`src/rtl/bad_pkg.sv`:
```
package bad_pkg;

    localparam int MAX_BLOCK_COLS = 64;
    localparam int MAX_TILE_EDGE  = 16;
    localparam int MAX_ROW_PIXELS = 1024;

    localparam int COL_W   = $clog2(MAX_BLOCK_COLS);
    localparam int SUM_W   = 16;
    localparam int CNT_W   = 9;
    localparam int QUO_W   = 8;

    localparam logic [1:0] REG_IMAGE_WIDTH  = 2'd0;
    localparam logic [1:0] REG_IMAGE_HEIGHT = 2'd1;
    localparam logic [1:0] REG_TILE_EDGE    = 2'd2;

    localparam logic [10:0] RST_IMAGE_WIDTH  = 11'd29;
    localparam logic [15:0] RST_IMAGE_HEIGHT = 16'd6;
    localparam logic [4:0]  RST_TILE_EDGE    = 5'd3;

    typedef struct packed {
        logic accept;
        logic acc_wr;
        logic emit_init;
        logic emit_rd;
        logic div_start;
        logic out_load;
        logic next_col;
    } bad_cmd_t;

    typedef struct packed {
        logic flush;
        logic emit;
        logic div_done;
        logic last_col;
    } bad_stat_t;

endpackage

```
`src/rtl/bad_div.sv`:
```
module bad_div (
    input  logic                     aclk,
    input  logic                     aresetn,
    input  logic                     start,
    input  logic [16:0]              num,
    input  logic [9:0]               den,
    output logic                     done,
    output logic [bad_pkg::QUO_W-1:0] quo
);

    // Restoring division; the quotient is known to fit in QUO_W bits.
    logic [16:0]               rem_reg,  rem_next;
    logic [16:0]               dsh_reg,  dsh_next;
    logic [bad_pkg::QUO_W-1:0] quo_reg,  quo_next;
    logic [3:0]                step_reg, step_next;
    logic                      done_reg, done_next;

    always_comb begin
        rem_next  = rem_reg;
        dsh_next  = dsh_reg;
        quo_next  = quo_reg;
        step_next = step_reg;
        done_next = done_reg;
        if (start) begin
            rem_next  = num;
            dsh_next  = {den, 7'd0};
            step_next = 4'(bad_pkg::QUO_W);
            done_next = 1'b0;
        end else if (step_reg != 4'd0) begin
            if (rem_reg >= dsh_reg) begin
                rem_next = rem_reg - dsh_reg;
                quo_next = {quo_reg[bad_pkg::QUO_W-2:0], 1'b1};
            end else begin
                quo_next = {quo_reg[bad_pkg::QUO_W-2:0], 1'b0};
            end
            dsh_next  = {1'b0, dsh_reg[16:1]};
            step_next = step_reg - 4'd1;
            if (step_reg == 4'd1) begin
                done_next = 1'b1;
            end
        end
    end

    always_ff @(posedge aclk) begin
        if (!aresetn) begin
            step_reg <= 4'd0;
            done_reg <= 1'b0;
        end else begin
            step_reg <= step_next;
            done_reg <= done_next;
        end
    end

    always_ff @(posedge aclk) begin
        rem_reg <= rem_next;
        dsh_reg <= dsh_next;
        quo_reg <= quo_next;
    end

    assign done = done_reg;
    assign quo  = quo_reg;

endmodule

```
`src/rtl/bad_datapath.sv`:
```
module bad_datapath (
    input  logic              aclk,
    input  logic              aresetn,
    input  logic              cfg_we,
    input  logic [1:0]        cfg_index,
    input  logic [15:0]       cfg_wdata,
    input  logic [7:0]        pixel,
    input  bad_pkg::bad_cmd_t cmd,
    output bad_pkg::bad_stat_t stat,
    output logic [7:0]        block_average,
    output logic [5:0]        block_column,
    output logic [15:0]       block_row,
    output logic              last
);

    localparam int NCOL = bad_pkg::MAX_BLOCK_COLS;
    localparam int CW   = bad_pkg::COL_W;

    // Configuration registers.
    logic [10:0] width_reg;
    logic [15:0] height_reg;
    logic [4:0]  bsize_reg;

    // Raster position and the partial tile row.
    logic [9:0]    col_reg;
    logic [15:0]   row_reg;
    logic [3:0]    rib_reg;
    logic [15:0]   brow_reg;
    logic [3:0]    pit_reg;
    logic [11:0]   rsum_reg;
    logic [CW-1:0] tile_reg;

    // Pending accumulation and emission context.
    logic [11:0]   acc_sum_reg;
    logic [4:0]    acc_cnt_reg;
    logic [CW-1:0] acc_addr_reg;
    logic [CW-1:0] last_col_reg;
    logic [15:0]   emit_row_reg;
    logic [CW-1:0] k_reg;

    // Tile accumulators; an entry without its valid bit reads as zero.
    logic [bad_pkg::SUM_W-1:0] sum_mem [NCOL];
    logic [bad_pkg::CNT_W-1:0] cnt_mem [NCOL];
    logic [NCOL-1:0]           valid_reg;
    logic [bad_pkg::SUM_W-1:0] rd_sum_reg;
    logic [bad_pkg::CNT_W-1:0] rd_cnt_reg;
    logic                      rd_vld_reg;
    logic [CW-1:0]             rd_addr;

    logic                      zero_reg;
    logic [7:0]                avg_reg;
    logic [5:0]                col_out_reg;
    logic [15:0]               row_out_reg;
    logic                      last_out_reg;

    logic [4:0]  b_eff;
    logic [10:0] w_lim;
    logic [10:0] w_eff;
    logic [15:0] h_eff;
    logic        row_end;
    logic        row_last;
    logic        blk_end;
    logic [4:0]  pit_new;
    logic [11:0] rsum_new;
    logic        flush;

    logic [bad_pkg::SUM_W-1:0] base_sum;
    logic [bad_pkg::CNT_W-1:0] base_cnt;
    logic [16:0]               div_num;
    logic [9:0]                div_den;
    logic                      div_done;
    logic [bad_pkg::QUO_W-1:0] div_quo;

    always_comb begin
        if (bsize_reg == 5'd0) begin
            b_eff = 5'd1;
        end else if (bsize_reg > 5'(bad_pkg::MAX_TILE_EDGE)) begin
            b_eff = 5'(bad_pkg::MAX_TILE_EDGE);
        end else begin
            b_eff = bsize_reg;
        end
        w_lim = {b_eff, 6'd0};
        w_eff = (width_reg == 11'd0) ? 11'd1 : width_reg;
        if (w_eff > w_lim) begin
            w_eff = w_lim;
        end
        if (w_eff > 11'(bad_pkg::MAX_ROW_PIXELS)) begin
            w_eff = 11'(bad_pkg::MAX_ROW_PIXELS);
        end
        h_eff = (height_reg == 16'd0) ? 16'd1 : height_reg;
    end

    assign row_end  = ({1'b0, col_reg} + 11'd1) >= w_eff;
    assign row_last = ({1'b0, row_reg} + 17'd1) >= {1'b0, h_eff};
    assign blk_end  = ({1'b0, rib_reg} + 5'd1) == b_eff;
    assign pit_new  = {1'b0, pit_reg} + 5'd1;
    assign rsum_new = rsum_reg + {4'd0, pixel};
    assign flush    = (pit_new >= b_eff) || row_end;

    assign stat.flush    = flush;
    assign stat.emit     = row_end && (blk_end || row_last);
    assign stat.div_done = div_done;
    assign stat.last_col = (k_reg == last_col_reg);

    always_ff @(posedge aclk) begin
        if (!aresetn) begin
            width_reg  <= bad_pkg::RST_IMAGE_WIDTH;
            height_reg <= bad_pkg::RST_IMAGE_HEIGHT;
            bsize_reg  <= bad_pkg::RST_TILE_EDGE;
        end else if (cfg_we) begin
            unique case (cfg_index)
                bad_pkg::REG_IMAGE_WIDTH:  width_reg  <= cfg_wdata[10:0];
                bad_pkg::REG_IMAGE_HEIGHT: height_reg <= cfg_wdata;
                bad_pkg::REG_TILE_EDGE:    bsize_reg  <= cfg_wdata[4:0];
                default: ;
            endcase
        end
    end

    // Any configuration write restarts the frame.
    always_ff @(posedge aclk) begin
        if (!aresetn || cfg_we) begin
            col_reg  <= '0;
            row_reg  <= '0;
            rib_reg  <= '0;
            brow_reg <= '0;
            pit_reg  <= '0;
            rsum_reg <= '0;
            tile_reg <= '0;
            k_reg    <= '0;
        end else begin
            if (cmd.accept) begin
                if (flush) begin
                    rsum_reg <= '0;
                    pit_reg  <= '0;
                    tile_reg <= row_end ? '0 : tile_reg + CW'(1);
                end else begin
                    rsum_reg <= rsum_new;
                    pit_reg  <= pit_new[3:0];
                end
                if (!row_end) begin
                    col_reg <= col_reg + 10'd1;
                end else begin
                    col_reg <= '0;
                    if (row_last) begin
                        row_reg  <= '0;
                        rib_reg  <= '0;
                        brow_reg <= '0;
                    end else begin
                        row_reg <= row_reg + 16'd1;
                        if (blk_end) begin
                            rib_reg  <= '0;
                            brow_reg <= brow_reg + 16'd1;
                        end else begin
                            rib_reg <= rib_reg + 4'd1;
                        end
                    end
                end
            end
            if (cmd.emit_init) begin
                k_reg <= '0;
            end else if (cmd.next_col) begin
                k_reg <= k_reg + CW'(1);
            end
        end
    end

    always_ff @(posedge aclk) begin
        if (cmd.accept) begin
            acc_sum_reg  <= rsum_new;
            acc_cnt_reg  <= pit_new;
            acc_addr_reg <= tile_reg;
            if (row_end) begin
                last_col_reg <= tile_reg;
                emit_row_reg <= brow_reg;
            end
        end
    end

    always_ff @(posedge aclk) begin
        if (!aresetn || cfg_we) begin
            valid_reg <= '0;
        end else begin
            if (cmd.acc_wr) begin
                valid_reg[acc_addr_reg] <= 1'b1;
            end
            if (cmd.emit_rd) begin
                valid_reg[k_reg] <= 1'b0;
            end
        end
    end

    assign rd_addr  = cmd.emit_rd ? k_reg : tile_reg;
    assign base_sum = rd_vld_reg ? rd_sum_reg : '0;
    assign base_cnt = rd_vld_reg ? rd_cnt_reg : '0;

    always_ff @(posedge aclk) begin
        if (cmd.acc_wr) begin
            sum_mem[acc_addr_reg] <= base_sum + {4'd0, acc_sum_reg};
            cnt_mem[acc_addr_reg] <= base_cnt + {4'd0, acc_cnt_reg};
        end
        rd_sum_reg <= sum_mem[rd_addr];
        rd_cnt_reg <= cnt_mem[rd_addr];
        rd_vld_reg <= valid_reg[rd_addr];
    end

    // Half-up rounding: (2*sum + count) / (2*count).
    assign div_num = {base_sum, 1'b0} + {8'd0, base_cnt};
    assign div_den = {base_cnt, 1'b0};

    bad_div u_div (
        .aclk    (aclk),
        .aresetn (aresetn),
        .start   (cmd.div_start),
        .num     (div_num),
        .den     (div_den),
        .done    (div_done),
        .quo     (div_quo)
    );

    always_ff @(posedge aclk) begin
        if (cmd.div_start) begin
            zero_reg <= (base_cnt == '0);
        end
        if (cmd.out_load) begin
            avg_reg      <= zero_reg ? 8'd0 : div_quo;
            col_out_reg  <= 6'(k_reg);
            row_out_reg  <= emit_row_reg;
            last_out_reg <= (k_reg == last_col_reg);
        end
    end

    assign block_average = avg_reg;
    assign block_column  = col_out_reg;
    assign block_row     = row_out_reg;
    assign last          = last_out_reg;

endmodule

```
`src/rtl/bad_ctrl.sv`:
```
module bad_ctrl (
    input  logic               aclk,
    input  logic               aresetn,
    input  logic               s_valid,
    output logic               s_ready,
    output logic               m_valid,
    input  logic               m_ready,
    input  bad_pkg::bad_stat_t stat,
    output bad_pkg::bad_cmd_t  cmd
);

    localparam logic [2:0] S_IDLE  = 3'd0;
    localparam logic [2:0] S_ACC   = 3'd1;
    localparam logic [2:0] S_RD    = 3'd2;
    localparam logic [2:0] S_DIVST = 3'd3;
    localparam logic [2:0] S_DIV   = 3'd4;
    localparam logic [2:0] S_OUT   = 3'd5;

    logic [2:0] state_reg, state_next;
    logic       emit_pend_reg, emit_pend_next;
    logic       m_valid_reg, m_valid_next;

    always_comb begin
        state_next     = state_reg;
        emit_pend_next = emit_pend_reg;
        m_valid_next   = m_valid_reg;
        cmd            = '0;
        unique case (state_reg)
            S_IDLE: begin
                if (s_valid) begin
                    cmd.accept     = 1'b1;
                    emit_pend_next = stat.emit;
                    if (stat.flush) begin
                        state_next = S_ACC;
                    end
                end
            end
            S_ACC: begin
                cmd.acc_wr = 1'b1;
                if (emit_pend_reg) begin
                    cmd.emit_init = 1'b1;
                    state_next    = S_RD;
                end else begin
                    state_next = S_IDLE;
                end
            end
            S_RD: begin
                cmd.emit_rd = 1'b1;
                state_next  = S_DIVST;
            end
            S_DIVST: begin
                cmd.div_start = 1'b1;
                state_next    = S_DIV;
            end
            S_DIV: begin
                if (stat.div_done) begin
                    cmd.out_load = 1'b1;
                    m_valid_next = 1'b1;
                    state_next   = S_OUT;
                end
            end
            S_OUT: begin
                if (m_ready) begin
                    m_valid_next = 1'b0;
                    if (stat.last_col) begin
                        state_next = S_IDLE;
                    end else begin
                        cmd.next_col = 1'b1;
                        state_next   = S_RD;
                    end
                end
            end
            default: begin
                state_next   = S_IDLE;
                m_valid_next = 1'b0;
            end
        endcase
    end

    always_ff @(posedge aclk) begin
        if (!aresetn) begin
            state_reg     <= S_IDLE;
            emit_pend_reg <= 1'b0;
            m_valid_reg   <= 1'b0;
        end else begin
            state_reg     <= state_next;
            emit_pend_reg <= emit_pend_next;
            m_valid_reg   <= m_valid_next;
        end
    end

    assign s_ready = (state_reg == S_IDLE);
    assign m_valid = m_valid_reg;

endmodule

```
`src/rtl/block_average_downsampler.sv`:
```
// Block-average downsampler. Pixels come in on the s_ channel (s_pixel) in
// raster order, one request per pixel. Each square tile of the configured edge
// length is summed into one of 64 column accumulators; tiles cut by the right
// or bottom edge are averaged over the pixels they hold.
// A pixel that closes a tile row holds off the next pixel for a write-back,
// as the accumulator memory is read with it and written back the next cycle.
// The pixel that ends a block row (or the frame's last row) starts an emission
// burst: one m_ request per block column, in column order, with m_last on the
// final one. Each result passes through a memory read, a divider start, eight
// divide steps, the output register load and its turn on the output, plus any
// time the receiver holds m_ready low. No pixel is taken during a burst; a
// stalled result simply holds.
// The cfg_ port writes image_width (0), image_height (1) and the tile edge (2);
// every write restarts the frame and clears all accumulators at once.
// Reset restores width 29, height 6, tile edge 3 and an empty frame.
module block_average_downsampler (
    input  logic        aclk,
    input  logic        aresetn,
    input  logic        cfg_we,
    input  logic [1:0]  cfg_index,
    input  logic [15:0] cfg_wdata,
    input  logic        s_valid,
    output logic        s_ready,
    input  logic [7:0]  s_pixel,
    output logic        m_valid,
    input  logic        m_ready,
    output logic [7:0]  m_block_average,
    output logic [5:0]  m_block_column,
    output logic [15:0] m_block_row,
    output logic        m_last
);

    bad_pkg::bad_cmd_t  cmd;
    bad_pkg::bad_stat_t stat;

    bad_ctrl u_ctrl (
        .aclk    (aclk),
        .aresetn (aresetn),
        .s_valid (s_valid),
        .s_ready (s_ready),
        .m_valid (m_valid),
        .m_ready (m_ready),
        .stat    (stat),
        .cmd     (cmd)
    );

    bad_datapath u_datapath (
        .aclk          (aclk),
        .aresetn       (aresetn),
        .cfg_we        (cfg_we),
        .cfg_index     (cfg_index),
        .cfg_wdata     (cfg_wdata),
        .pixel         (s_pixel),
        .cmd           (cmd),
        .stat          (stat),
        .block_average (m_block_average),
        .block_column  (m_block_column),
        .block_row     (m_block_row),
        .last          (m_last)
    );

`ifndef ASSERT_OFF
    // Input and output never run at the same time.
    a_no_overlap: assert property (@(posedge aclk) disable iff (!aresetn)
        !(s_ready && m_valid))
        else $error("input ready while a result is pending");

    // After a result that is not the last, the burst goes on.
    a_burst_holds: assert property (@(posedge aclk) disable iff (!aresetn)
        (m_valid && m_ready && !m_last) |=> !s_ready)
        else $error("burst ended before the last column");

    // A pixel that triggers emission always closes a tile.
    a_emit_flush: assert property (@(posedge aclk) disable iff (!aresetn)
        (cmd.accept && stat.emit) |-> stat.flush)
        else $error("emission without tile flush");

    // Starting the divider clears its done flag.
    a_div_restart: assert property (@(posedge aclk) disable iff (!aresetn)
        cmd.div_start |=> !stat.div_done)
        else $error("divider done right after start");
`endif

endmodule
```
`config.mk`:
```
export PLATFORM = sky130hd
export DESIGN_NAME = block_average_downsampler
export DESIGN_NICKNAME = d
export VERILOG_FILES = /design/src/rtl/bad_pkg.sv /design/src/rtl/bad_div.sv /design/src/rtl/bad_datapath.sv /design/src/rtl/bad_ctrl.sv /design/src/rtl/block_average_downsampler.sv
export SDC_FILE = /design/constraint.sdc
export NUM_CORES = 2
export LEC_CHECK = 0
export BUFFER_PORTS_ARGS = -buffer_cell sky130_fd_sc_hd__buf_2
export CORE_MARGIN = 1.5
export CORE_UTILIZATION = 25
export DETAILED_ROUTE_END_ITERATION = 8
export HOLD_SLACK_MARGIN = 0.06
export PLACE_DENSITY = 0.45
export SYNTH_ARGS = -nofsm -noshare
export SYNTH_HDL_FRONTEND = slang
export SYNTH_SLANG_ARGS = --single-unit
```
`constraint.sdc`:
```
create_clock -name aclk -period 8.53 [get_ports aclk]
set_input_delay 0.853 -clock aclk [delete_from_list [all_inputs] [get_ports aclk]]
set_output_delay 0.853 -clock aclk [all_outputs]
set_load 0.005 [all_outputs]
```
* After elaboration in Yosys (flattened, before gate mapping)
Memories as Yosys holds them, arrays and structs flattened. A register that Yosys moved wholly into a read port is not among the register bits.
Index checks and enable logic that the tools add are counted.
** Cells by class
- Reductions and logical operators :: 32
- Muxes and demuxes :: 58
- $add $sub $neg :: 16
- Bitwise gates (word level) :: 6
- Equality and inequality tests :: 14
- Order comparisons :: 12
** Operators with widths (count)
- $mux 64 :: 3
- $mux 17 :: 5
- $mux 16 :: 5
- $and 64x64->64 :: 1
- $not 64->64 :: 1
- $or 64x64->64 :: 1
- $mux 11 :: 3
- $add 16x1->16 const B :: 2
- $lt 6x7->1 const B :: 3
- $mux 4 :: 5
- $mux 1 :: 18
- $pmux 3 s6 :: 1
- $reduce_and 2->1 :: 9
- $add 16x1->17 const B :: 1
- $add 17x9->17 :: 1
- $ge 17x16->1 :: 1
- $ge 17x17->1 :: 1
- $sub 17x17->17 :: 1
- $add 16x12->16 :: 1
- $logic_not 16->1 :: 1
- $add 12x8->12 :: 1
- $add 6x1->6 const B :: 2
- $demux 1 s6 :: 2
- $ge 6x1->1 const B :: 2
- 45 further kinds :: 67
** Storage, ports and cells
- Logic and storage cells :: 173
- Output and inout bits :: 33
- Bits of input ports :: 31
- Memories :: 2
- Register bits :: 300
- Memory bits (writable) :: 1600
** Memories
- u_datapath.sum_mem :: depth 64, bits a word 16, rd ports 1, clocked after memory_dff 1, wr ports 1, line bad_datapath.sv:42 : logic [bad_pkg::SUM_W-1:0] sum_mem [NCOL];
- u_datapath.cnt_mem :: depth 64, bits a word 9, rd ports 1, clocked after memory_dff 1, wr ports 1, line bad_datapath.sv:43 : logic [bad_pkg::CNT_W-1:0] cnt_mem [NCOL];

* Depth between registers and ports, before layout
- Depth in word-level cells :: 12
- Depth in mapped cells :: 22
- Depth with buffers taken out :: 19

* Hierarchy
A second synthesis with hierarchy kept.
** Second synthesis, totals
- Cell total of the unflattened synthesis :: 4230
- Area total of the unflattened synthesis :: 77705.8 µm²
** By module, submodules not included
- bad_datapath :: cells each 3900, area an instance 74515.2 µm², seq. area each 54282.1 µm², instances 1
- bad_div :: cells each 286, area an instance 2810.2 µm², seq. area each 1291.2 µm², instances 1
- bad_ctrl :: cells each 44, area an instance 380.4 µm², seq. area each 100.1 µm², instances 1

* Worst setup path before layout
OpenSTA, ideal clock, no wires.
- Path kind :: register to register
- Start point :: register u_datapath.bsize_reg[1]
- End point :: register u_datapath.row_reg[10]
- Setup time :: 86 ps
- Data arrival time :: 4811 ps
- Path slack :: 3633 ps
- Path buffers :: 2
- Stages on the path, launching flop included :: 21
- Data required time :: 8444 ps
- Clock period less this slack :: 4897 ps
- Cells stage by stage :: dfxtp_1 > or3_1 > a21oi_2 > ha_1 > inv_1 > a21o_1 > a221oi_1 > a41o_1 > clkbuf_1 > inv_1 > nor2_1 > nand2_1 > ha_1 > and3_1 > nand3_1 > o21ai_0 > a21oi_1 > inv_1 > clkbuf_1 > nand2_1 > o22ai_1
** On the way
- Cells in the longest elaborated chain, start to end :: 9
- Elaborated cells on any way between the ends :: 10
- Those cells by class :: order compare (4); mux (4); reduce/logical (2)
** Ends and longest elaborated chain
- start: declaration :: line bad_datapath.sv:22 : logic [4:0] bsize_reg;
- start signal: assignment :: line bad_datapath.sv:109 : bsize_reg <= bad_pkg::RST_TILE_EDGE;
- start signal: assignment :: line bad_datapath.sv:114 : bad_pkg::REG_TILE_EDGE: bsize_reg <= cfg_wdata[4:0];
- $gt 5x5->1 :: line bad_datapath.sv:77 : end else if (bsize_reg > 5'(bad_pkg::MAX_TILE_EDGE)) begin
- $mux 5 :: line bad_datapath.sv:77
- $mux 5 (*) :: line bad_datapath.sv:75 : if (bsize_reg == 5'd0) begin
- $gt 11x11->1 :: line bad_datapath.sv:84 : if (w_eff > w_lim) begin
- $mux 11 (*) :: line bad_datapath.sv:84
- $gt 11x11->1 :: line bad_datapath.sv:87 : if (w_eff > 11'(bad_pkg::MAX_ROW_PIXELS)) begin
- $mux 11 (*) :: line bad_datapath.sv:87
- $ge 11x11->1 (*) :: line bad_datapath.sv:93 : assign row_end = ({1'b0, col_reg} + 11'd1) >= w_eff;
- $reduce_and 2->1 (no source line) (*)
- end signal: assignment :: line bad_datapath.sv:150 : row_reg <= row_reg + 16'd1;
- end: declaration :: line bad_datapath.sv:26 : logic [15:0] row_reg;
Mark *: on every way between the ends. The rest lies on a longest branch, timed or not.
A chain may end at the register's enable or synchronous reset.

* Worst setup path in the final report
- Start point :: register u_datapath.bsize_reg[1]
- End point :: register u_datapath.tile_reg[1]
** On the way
- Cells in the longest elaborated chain, start to end :: 10
- Elaborated cells on any way between the ends :: 13
- Those cells by class :: order compare (5); mux (5); reduce/logical (3)
** Ends and longest elaborated chain
- $gt 5x5->1 :: line bad_datapath.sv:77
- $mux 5 :: line bad_datapath.sv:77
- $mux 5 (*) :: line bad_datapath.sv:75
- $gt 11x11->1 :: line bad_datapath.sv:84
- $mux 11 :: line bad_datapath.sv:84
- $gt 11x11->1 :: line bad_datapath.sv:87
- $mux 11 :: line bad_datapath.sv:87
- $ge 11x11->1 :: line bad_datapath.sv:93
- $logic_or 1x1->1 :: line bad_datapath.sv:98 : assign flush = (pit_new >= b_eff) || row_end;
- $reduce_and 2->1 (no source line)
- end signal: assignment :: line bad_datapath.sv:136 : tile_reg <= row_end ? '0 : tile_reg + CW'(1);
- end: declaration :: line bad_datapath.sv:31 : logic [CW-1:0] tile_reg;
Marks and branches as above.

==> flow_summary.json <==
{
  "status": "completed",
  "grt_max_degree": 136,
  "comb_power_share": 0.065,
  "cts_tree": "done",
  "root_buffer": "clkbuf_16",
  "internal_power_w": 0.0161,
  "grt_antenna_before_repair": 21,
  "synthDistinctLibCells": 81,
  "synth.largest_area_cell": "edfxtp_1",
  "start_util": 0.251,
  "wirelength_um": 237000,
  "drc_errors": 0,
  "relSlewSlack": 0.130,
  "drtIter0Drc": 4398,
  "finClkSkew_ns": 0.0862,
  "seqPwrFrac": 0.509,
  "power_leakage_nw": 31.3,
  "cp_num_cells": 18,
  "pin_count": 64,
  "ys_async_sr_fraction": 0,
  "switching_share": 0.227,
  "slowest_stage": "or4b_2",
  "synth-seq-area-share": 0.705,
  "synth_mux_area_frac": 0.0552,
  "grt_first_pass_wirelength_um": 340000,
  "grt_use_total": 0.145,
  "tns_ns": 0,
  "die_x_um": 565,
  "cts_inserted_buffers": 210,
  "synthAdderAreaFrac": 0.0165,
  "netlist_area_um2": 78900,
  "largest_register_ffs": 1024,
  "start_kind": "register",
  "buffer_ports.inserted": 63,
  "antenna_left": 0,
  "r2r_slack_ns": 3.00,
  "crit_chain": "or3_1 -> a21oi_2 -> ha_1 -> inv_1 -> a21o_1 -> a221oi_1 -> mux2i_1 -> a21oi_1 -> nor2_1 -> nand2_1 -> ha_1 -> and3_1 -> nand3_1 -> o21ai_0 -> a211o_1 -> nor2_1 -> or4b_2 -> a21oi_1",
  "clkSlewWorstSetupHoldPaths_ns": 0.06,
  "reg2reg_depth": 18,
  "dp_hpwl_um": 134000,
  "drive_above_1_share": 0.122,
  "path_class": "reg2reg",
  "fill_cells": 31702,
  "finalSetupViolations": 0,
  "p_sw_w": 0.00471,
  "hold_viol_final": 0,
  "timing.rr.start": "u_datapath.bsize_reg[1]$_SDFFE_PN1P_",
  "ys.flop_type": "edfxtp_1",
  "synth.ff_latch_count": 1925,
  "crit_arrival_ns": 6.31,
  "pre_cts_slack_ns": 2.93,
  "vdd_drop_max_uv": 173,
  "pwr-share-clk": 0.426,
  "synthXorXnorAreaFrac": 0.00988,
  "synth_top_area_share": 0.651,
  "cp-endpoint": "u_datapath.tile_reg[1]$_SDFFE_PP0P_",
  "viasPerCell": 4.73,
  "ctsHoldBuffers": 0,
  "finalWorstSetupSlack_ns": 3.00,
  "cts_buffer_depth": 4,
  "fmax_ghz": 0.181,
  "slew_violations": 0,
  "synthTopCellsByArea": "edfxtp_1, nand2_1, dfxtp_1",
  "cpPeakStageDelay_ns": 0.71,
  "die-area_um2": 319000,
  "period_share": 0.648,
  "place_congestion": 0.804,
  "cp_max_fo": 18,
  "synth-compound-area-share": 0.0590,
  "crit_family": "compound AO/OA/AOI/OAI gates",
  "dieHeight_um": 565,
  "synth_top_family_by_area": "simple AND/OR/NAND/NOR gates",
  "critPathCaptureType": "register",
  "rsz0062_at_grt": "no",
  "core_area_um2": 314000,
  "vias": 48570,
  "r2r_end": "u_datapath.tile_reg[1]$_SDFFE_PP0P_",
  "max_cap_viol_count": 0,
  "synth_nets": 5972,
  "min_period_ns": 5.53,
  "fin_nets": 6049,
  "synthesis.instances": 5840,
  "grt_overflow": 0,
  "clk_latency_ns": 0.87,
  "cts_setup_buffers": 0,
  "fin_util": 0.291,
  "worstSetupStartpoint": "u_datapath.bsize_reg[1]$_SDFFE_PN1P_",
  "ys.warnings.count": 0,
  "grt_pass1_vias": 47051,
  "synth_edf_count": 1711,
  "num_rows": 206,
  "cp.required_ns": 9.32,
  "cts_max_level": 4,
  "hold_class": "in2reg",
  "drt-pass1-iter-count": 6,
  "cts.repair.resized": 0,
  "tightest_slew_ns": 1.30,
  "clock-sinks": 1925,
  "avgSynthCellArea_um2": 13.5,
  "cp_num_buf_inv": 1,
  "power_density_nw_per_um2": 227,
  "synthToLayoutAreaGrowth_pct": 16.0,
  "wire_per_inst_um": 23.0,
  "synth-simple-area-share": 0.132
}
layout by cell type, fill, tap and decap left out, types with 65 or more instances in the layout:
cell type,count
a21oi_1,97
buf_4,120
clkbuf_16,211
dfxtp_1,214
edfxtp_1,1711
ha_1,94
inv_1,78
mux2i_1,308
nand2_1,1217
nand3_1,567
nand4_1,90
nor2_1,98
o2111ai_1,69
o21ai_0,99
o221a_2,65
how the worst min path moves through the flow:
stage | start | endpoint | cells past startpoint
finish | cfg_wdata[11] | u_datapath.height_reg[11]$_SDFFE_PN0P_ | 3
global route | cfg_wdata[15] | u_datapath.height_reg[15]$_SDFFE_PN0P_ | 3
CTS | cfg_wdata[14] | u_datapath.height_reg[14]$_SDFFE_PN0P_ | 3
detailed placement | u_datapath.emit_row_reg[7]$_DFFE_PP_ | u_datapath.block_row[7]$_DFFE_PP_ | 0
global placement | u_datapath.emit_row_reg[14]$_DFFE_PP_ | u_datapath.block_row[14]$_DFFE_PP_ | 0
floorplan | u_datapath.emit_row_reg[0]$_DFFE_PP_ | u_datapath.block_row[0]$_DFFE_PP_ | 0
per-layer routing:
metal	up-vias	wire length, um	global-route usage
met3	290	12000	0.0192
met2	1318	109000	0.232
li1	22099	-	-
met5	-	0	0
met4	0	5360	0.0405
met1	24863	110000	0.204
worst register-to-register path, cell delays in order (launching register included):
cell	delay [ns]
dfxtp_1	0.34
or3_1	0.39
a21oi_2	0.29
ha_1	0.20
inv_1	0.04
a21o_1	0.16
a221oi_1	0.50
mux2i_1	0.43
a21oi_1	0.07
nor2_1	0.26
nand2_1	0.10
ha_1	0.28
and3_1	0.18
nand3_1	0.08
o21ai_0	0.40
a211o_1	0.54
nor2_1	0.36
or4b_2	0.71
a21oi_1	0.15
metrics by stage:
stage,power [W],area [um^2],hold slack (ns),cells
6_report,0.0208,91500,0.271,10274
5_1_grt,0.0215,91500,0.225,10263
4_1_cts,0.0210,91400,0.206,10245
3_5_place_dp,0.0121,84900,0.405,9865
3_3_place_gp,0.0121,84900,0.410,9865
2_1_floorplan,0.0117,78900,0.400,5840
kinds of logic after synthesis:
family	after synthesis
xor gates and xnor gates	89
adders and majority gates	101
and+or+nand+nor	2326
muxes	368
AOI/OAI and AO/OA	623
buffers and inverters	408
DFF	1925
power by group through the flow:
stage / Combinational, W / Sequential (W) / Clock, W
global placement: 0.00133 / 0.0108 / 0
CTS: 0.00137 / 0.0106 / 0.00906
finish: 0.00135 / 0.0106 / 0.00885
floorplan: 0.000940 / 0.0108 / 0
global route: 0.00153 / 0.0106 / 0.00942
detailed placement: 0.00136 / 0.0108 / 0
synthesized netlist by cell type, types with 6 or more instances:
master,count
a32o_1,6
o221a_2,65
o21a_1,13
nor2b_1,27
nor3_1,46
xor2_1,37
a22oi_1,50
a32oi_1,52
a21o_1,25
buf_1,20
or3b_2,7
buf_6,11
edfxtp_1,1711
clkbuf_1,216
nand4_1,90
o31ai_1,9
nand3_1,567
a31oi_1,13
nand3b_1,22
buf_4,11
o21ai_0,99
inv_1,80
xnor2_1,52
and3_1,29
nor2_1,172
a21oi_1,102
or3_1,50
nand2b_1,17
and2_1,30
mux2i_1,310
or2_2,8
o211ai_1,11
a211oi_1,6
o2111ai_1,69
mux2_2,6
ha_1,96
a2111oi_0,28
o22ai_1,12
nor4_1,10
dfxtp_1,214
buf_2,69
nand2_1,1219
a21boi_0,28
mux4_2,49
area by class of cell:
class                   count  area [um^2]  share of cell area
diodes                     29         72.6            0.000793
clock buffers             277         5620              0.0614
clock inverters           103          967              0.0106
inverters                  81          304             0.00332
multi-input cells        3507        22300               0.244
flip-flops and latches   1925        55700               0.608
well taps                4160         5200              0.0569
repair buffers            192         1400              0.0153
(Power assumes the default switching activity.)
